==> config.mk <==
export PLATFORM = sky130hd
export DESIGN_NAME = cnms_cell
export DESIGN_NICKNAME = d
export VERILOG_FILES = /design/src/rtl/cnms_pkg.sv /design/src/rtl/cnms_cell.sv
export SDC_FILE = /design/constraint.sdc
export NUM_CORES = 2
export LEC_CHECK = 0
export BUFFER_PORTS_ARGS = -buffer_cell sky130_fd_sc_hd__buf_2
export CAP_MARGIN = 20
export CORE_ASPECT_RATIO = 1.25
export CORE_MARGIN = 4
export CORE_UTILIZATION = 30
export CTS_CLUSTER_DIAMETER = 60
export DETAILED_ROUTE_END_ITERATION = 8
export HOLD_SLACK_MARGIN = 0.05
export MAX_ROUTING_LAYER = met4
export PLACE_DENSITY = 0.58
export SYNTH_ARGS = -nofsm -noshare
export SYNTH_HDL_FRONTEND = slang
export SYNTH_SLANG_ARGS = --single-unit
export TNS_END_PERCENT = 1
==> constraint.sdc <==
create_clock -name clk -period 17.1 [get_ports clk]
set_clock_uncertainty 0.15 [all_clocks]
set_input_delay 3.42 -clock clk [delete_from_list [all_inputs] [get_ports clk]]
set_output_delay 3.42 -clock clk [all_outputs]
set_load 0.05 [all_outputs]
==> src/rtl/cnms_pkg.sv <==
package cnms_pkg;

    localparam int MAX_BOXES   = 64;
    localparam int COORD_BITS  = 16;
    localparam int NUM_CLASSES = 80;
    localparam int SCORE_BITS  = 16;
    localparam int CLASS_BITS  = 7;
    localparam int AREA_BITS   = 2 * COORD_BITS;
    localparam int UNION_BITS  = AREA_BITS + 1;
    localparam int PROD_BITS   = UNION_BITS + SCORE_BITS;
    localparam logic [SCORE_BITS-1:0] THR_RESET = 16'd16384;
    localparam logic [2:0] EVAL_LAST = 3'd4;

    typedef struct packed {
        logic signed [COORD_BITS-1:0] left;
        logic signed [COORD_BITS-1:0] top;
        logic signed [COORD_BITS-1:0] right;
        logic signed [COORD_BITS-1:0] bottom;
        logic [SCORE_BITS-1:0]        score;
        logic [CLASS_BITS-1:0]        cls;
    } box_t;

    // control from the sequencer to every cell
    typedef struct packed {
        logic insert;
        logic shift;
        logic apply;
    } cell_ctrl_t;

    // positive extent of an interval, zero when empty or inverted
    function automatic logic [COORD_BITS-1:0] span(
        input logic signed [COORD_BITS-1:0] lo,
        input logic signed [COORD_BITS-1:0] hi
    );
        logic signed [COORD_BITS:0] d;
        d = {hi[COORD_BITS-1], hi} - {lo[COORD_BITS-1], lo};
        if (d <= 0)
            return '0;
        return d[COORD_BITS-1:0];
    endfunction

endpackage

==> src/rtl/cnms_cell.sv <==
module cnms_cell (
    input  logic                          clk,
    input  logic                          rst_n,
    input  cnms_pkg::cell_ctrl_t          ctrl,
    input  cnms_pkg::box_t                new_box,
    input  cnms_pkg::box_t                prev_box,
    input  logic                          prev_vld,
    input  logic                          prev_ge,
    input  cnms_pkg::box_t                next_box,
    input  logic                          next_vld,
    input  logic                          next_sup,
    input  cnms_pkg::box_t                bc_box,
    input  logic [cnms_pkg::AREA_BITS-1:0] bc_area,
    input  logic [cnms_pkg::SCORE_BITS-1:0] thr,
    output cnms_pkg::box_t                box,
    output logic                          vld,
    output logic                          sup,
    output logic                          ge
);
    import cnms_pkg::*;

    box_t box_reg, box_next;
    logic vld_reg, vld_next, sup_reg, sup_next;
    logic [COORD_BITS-1:0] iw_reg, ih_reg, ow_reg, oh_reg;
    logic [AREA_BITS-1:0]  inter2_reg, own2_reg, inter3_reg, inter4_reg;
    logic [UNION_BITS-1:0] uni_reg;
    logic [PROD_BITS-1:0]  prod_reg;
    logic                  hit;

    assign box = box_reg;
    assign vld = vld_reg;
    assign sup = sup_reg;
    assign ge  = vld_reg && (box_reg.score >= new_box.score);

    // overlap test against the broadcast box
    assign hit = vld_reg && (box_reg.cls == bc_box.cls) &&
                 ({inter4_reg, {SCORE_BITS{1'b0}}} > prod_reg);

    // insertion, shift-out and suppression
    always_comb
    begin
        box_next = box_reg;
        vld_next = vld_reg;
        sup_next = sup_reg;
        if (ctrl.insert && !ge)
        begin
            vld_next = prev_ge ? 1'b1 : prev_vld;
            sup_next = 1'b0;
            box_next = prev_ge ? new_box : prev_box;
        end
        else if (ctrl.shift)
        begin
            box_next = next_box;
            vld_next = next_vld;
            sup_next = next_sup;
        end
        else if (ctrl.apply)
        begin
            sup_next = sup_reg | hit;
        end
    end

    always_ff @(posedge clk or negedge rst_n)
    begin
        if (!rst_n)
        begin
            vld_reg <= 1'b0;
            sup_reg <= 1'b0;
        end
        else
        begin
            vld_reg <= vld_next;
            sup_reg <= sup_next;
        end
    end

    // overlap pipeline, payload only
    always_ff @(posedge clk)
    begin
        box_reg    <= box_next;
        iw_reg     <= span(box_reg.left > bc_box.left ? box_reg.left : bc_box.left,
                           box_reg.right < bc_box.right ? box_reg.right : bc_box.right);
        ih_reg     <= span(box_reg.top > bc_box.top ? box_reg.top : bc_box.top,
                           box_reg.bottom < bc_box.bottom ? box_reg.bottom : bc_box.bottom);
        ow_reg     <= span(box_reg.left, box_reg.right);
        oh_reg     <= span(box_reg.top, box_reg.bottom);
        inter2_reg <= AREA_BITS'(iw_reg * ih_reg);
        own2_reg   <= AREA_BITS'(ow_reg * oh_reg);
        uni_reg    <= UNION_BITS'({1'b0, own2_reg} + {1'b0, bc_area} - {1'b0, inter2_reg});
        inter3_reg <= inter2_reg;
        prod_reg   <= {{(PROD_BITS-SCORE_BITS){1'b0}}, thr} *
                      {{SCORE_BITS{1'b0}}, uni_reg};
        inter4_reg <= inter3_reg;
    end

endmodule

---- Word-level counts from Yosys, hierarchy flattened ----
Index checks and enable logic that the tools add are counted.
word-level totals
  input port bits ......................... 405
  logic and storage cells ................. 71
  bits in latches ......................... 0
  flip-flop bits (word level) ............. 363
  output and inout port bits .............. 90
  RAM bits ................................ 0
  memories kept ........................... 0
  bits in read-only memories .............. 0
operators by class
  equality and inequality tests ........... 1
  magnitude comparators ................... 10
  bitwise logic cells ..................... 1
  multiply operators ...................... 3
  shifts and indexed selects .............. 0
  muxes and demuxes ....................... 25
  add/subtract/negate cells ............... 6
  divide/modulo/power cells ............... 0
  reductions and logical operators ........ 7
operators by type and width
  cell                                                                     number
  87-bit two-way mux                                                       3
  16-bit two-way mux                                                       12
  17-bit by 1-bit <= comparator with 1-bit output (second input constant)  4
  16-bit by 16-bit subtractor with 17-bit output                           4
  16-bit by 16-bit multiplier with 32-bit output                           2
  48-bit by 49-bit greater-than comparator with 1-bit output               1
  16-bit by 33-bit multiplier with 49-bit output                           1
  32-bit by 32-bit adder with 33-bit output                                1
  33-bit by 32-bit subtractor with 33-bit output                           1
  16-bit greater-than comparator                                           2
  16-bit less-than comparator                                              2
  16-bit >= comparator                                                     1
  1-bit two-way mux                                                        10
  7-bit == test                                                            1
  1-bit logical AND                                                        4
  3-bit nonzero test                                                       1
  2-bit nonzero test                                                       1
  1-bit logical NOT                                                        1
  1-bit bitwise OR                                                         1

---- Logic depth before layout (Yosys ltp) ----
  depth in word-level cells ............... 7
  mapped depth ............................ 25
  depth with buffers taken out ............ 23

---- Worst setup path after synthesis ----
No wires, ideal clock.
  path kind ............................... in2reg
  start point ............................. in thr[1] (netlist bit)
  end point ............................... reg prod_reg[41]
  buffers on the path ..................... 1
  stages .................................. 21
  setup slack ............................. 7.765 ns
  setup time .............................. 0.072 ns
  data arrival time ....................... 9.113 ns
  required time ........................... 16.878 ns
  cell sequence ........................... clkbuf_1 nand2_1 fa_1 fa_1 fa_1 inv_1 fa_1 fa_1 inv_1 fa_1 inv_1 ha_1 a21o_1 o21bai_1 a311o_1 a221o_1 o21a_1 a41o_1 a31o_2 a21oi_2 xnor2_1
between the ends
  longest elaborated chain between the ends .. 1
ends and longest elaborated chain
  what                                            RTL line         source
  start, declared                                 cnms_cell.sv:14  input logic [cnms_pkg::SCORE_BITS-1:0] thr,
  16-bit by 33-bit multiplier with 49-bit output  cnms_cell.sv:91  prod_reg <= {{(PROD_BITS-SCORE_BITS){1'b0}}, thr} *
  end signal, assigned                            cnms_cell.sv:91
  end, declared                                   cnms_cell.sv:27  logic [PROD_BITS-1:0] prod_reg;
No other way between the ends.
A chain may end at the register's enable or synchronous reset.

---- Worst setup path after layout ----
  start point ............................. in thr[7] (netlist bit)
  end point ............................... reg prod_reg[39]
The elaborated chain is that of the path after synthesis.

==> key figures <==
Worst setup path
  • Crit start category: input port
  • CP Max Fanout: 33
  • Crit Path Category: in -> reg
  • Reg2Reg Setup Slack: 9.70 ns
  • Crit path required time: 17.50 ns
  • Worst Setup End Kind: register
  • Crit path DAT: 10.19 ns

Logic synthesis
  • Mapped Cells: 5749
  • Mean Syn Cell Area: 9.207 µm²
  • Post-Syn Area: 52930 µm²
  • FFs w/ async S/R, synth: 0.5510%
  • Distinct cells, synth: 73
  • Post-synthesis sequential area ratio: 15.39%
  • Top-count cell post-synth: inv_1
  • Synth top cells by count: inv_1, fa_1, nand2_1
  • Post-Syn Nets: 7546
  • Area contributors post-synth: fa_1, ha_1, dfxtp_1, inv_1, nand2_1
  • Area leader, netlist: fa_1
  • #FFs+latches synth: 363
  • Top_reg_cell synth: dfxtp_1
  • Synth warn: 0
  • Post-synth EDFFs: 87
  • Post-synth top area share: 32.38%

Die
  • Die width: 383.7 µm
  • Die Ht: 477.6 µm
  • Initial Util: 30.14%
  • DIE AREA: 183300 µm²
  • Ports: 495
  • Total core area: 175600 µm²
  • # rows: 172

Global routing
  • All-Layer GR Usage: 19.11%
  • Largest net degree at the start of global routing: 54
  • Initial antenna violation count: 35
  • GRT overflow: 0
  • First-pass GRT wire length: 260.4 mm
  • Vias in the first global route: 43.57k

Route
  • WL met1: 64.97 mm
  • Iteration-0 DRC Markers: 2136
  • Via density: 4.751
  • Final ANT Viol Nets: 0
  • Met3 wire length: 9.589 mm
  • DRC viols: 0
  • Top layer in use: met4
  • Metal2 WL: 82.98 mm
  • Via Count: 40.49k
  • Drt wl/cell: 19.81 µm
  • Detailed Route WL: 168.8 mm
  • DR pass1 iterations: 8

Layout
  • Share of layout cells above drive strength 1: 11.71%
  • Fin cells: 8521
  • P&R area growth vs syn: 12.01%
  • Nets: 7895
  • Design Area, Final: 59290 µm²
  • Number of flip-flops in the largest register: 87

STA
  • Slew Limit Fails: 0
  • Unrepaired setup endpoints after global routing: false
  • Final WS setup: 7.305 ns
  • Final period utilization: 57.28%
  • Final hold viol count: 0
  • Worst Tran Pin Value: 1.134 ns
  • Final min period: 9.795 ns
  • Fmax: 102.1 MHz
  • Final setup fails: 0
  • Setup TNS: 0 ns
  • Max_slew headroom: 23.92%

Clock network
  • Clock sink total: 363
  • Max Buffers Root-to-Sink: 3
  • H-tree Lvls: 2
  • Setup bufs post-CTS: 0
  • Clk pin slew, worst setup/hold paths: 0.06 ns
  • TritonCTS clock tree: yes
  • Post-CTS resize count: 0
  • Num CTS Buffers: 44
  • Hold buffer count at cts: 0
  • Worst skew pair latency: 0.67 ns
  • Root Driver: clkbuf_16

Place
  • DP Cell Count: 8399
  • Routability Congestion: 1.002
  • Pre-CTS WS: 6.672 ns
  • DP HPWL: 141.4 mm
  • IO buf count: 478
  • Post-DP Area: 57620 µm²

Run
  • MaxCap Viol Count: 0

Hold path
  • Worst min path class: reg -> reg

Status
  • Outcome: completed
[layout make-up]
cell class / count / area [µm²]
antenna: 39 / 97.59
clock buffer: 52 / 1212
clock inverter: 29 / 346.6
fill: 18380 / 116300
inverter: 1249 / 4688
multi-input combinational: 3948 / 39360
sequential: 363 / 8148
tap: 2349 / 2939
timing repair buffer: 492 / 2500
[final timing paths]
| check | end | start | depth (start not counted) |
|---|---|---|---|
| hold / removal | inter4_reg[19] | inter3_reg[19] | 0 |
| max in group asynchronous | sup | rst_n | 1 |
| hold reg to reg | inter4_reg[19] | inter3_reg[19] | 0 |
| min in group asynchronous | vld | rst_n | 1 |
| setup reg to reg | inter2_reg[28] | ih_reg[4] | 19 |
| setup / recovery | prod_reg[39] | thr[7] | 20 |
[worst max-delay path, stage by stage]
cell     delay, ns
buf_2         0.63
nand2_1       0.17
fa_1          0.57
inv_1         0.05
fa_1          0.48
fa_1          0.57
fa_1          0.46
fa_1          0.50
inv_1         0.05
fa_1          0.47
inv_1         0.05
ha_1          0.42
nand2_1       0.15
or4_1         0.53
nor3_1        0.45
nor2_1        0.20
a31oi_1       0.34
a21oi_1       0.16
o21ai_0       0.26
xor2_1        0.21
[metal layers]
metal / track usage (%) / vias to the layer above
met5: - / -
met4: 10.03 / 0
met3: 3.295 / 346
met2: 32.59 / 1218
met1: 21.36 / 20360
li1: - / 18560
[cells by family (layout without fill, tap and decap cells)]
group | count (synthesis) | in the layout | share of synthesized area, %
and+or+nand+nor | 1556 | 1556 | 14.20
buffers and inverters | 1438 | 1822 | 10.28
adders and majority gates | 1392 | 1392 | 45.05
AOI/OAI and AO/OA | 592 | 592 | 7.257
DFF | 363 | 363 | 15.39
muxes | 249 | 249 | 5.193
xor gates and xnor gates | 159 | 159 | 2.631
other | 0 | 39 | 0
[through the flow]
| stage | util [%] | hold WS (ns) |
|---|---|---|
| 2_1_floorplan | - | 0.1596 |
| 3_5_place_dp | 32.81 | 0.1621 |
| 3_3_place_gp | 32.81 | 0.1639 |
| 6_report | 33.76 | 0.1746 |
| 4_1_cts | 33.70 | 0.1739 |
| 5_1_grt | 33.75 | 0.1825 |
[cell usage in the layout (no fill, tap or decap), types with 16 or more instances in the layout]
cell type,netlist,final
inv_1,1249,1249
fa_1,856,856
nand2_1,725,725
ha_1,536,536
buf_2,8,477
and2_1,433,433
dfxtp_1,274,274
a21oi_1,172,172
nor2_1,140,140
mux2_2,118,118
o21ai_0,110,110
xnor2_1,109,109
a21o_1,90,90
mux2_1,87,87
edfxtp_1,87,87
xor2_1,50,50
nor2b_1,45,45
clkbuf_16,0,45
nand3_1,44,44
mux2i_1,44,44
nor3_1,40,40
diode_2,0,39
nand2b_1,39,39
a211oi_1,32,32
o21a_1,30,29
nand4_1,25,25
and3_1,22,22
o21bai_1,20,20
a31oi_1,19,19
a21boi_0,16,16
Power is left out: the tool's default activity adds up to more than one toggle a clock period on the data nets, which glitch-free logic cannot reach.
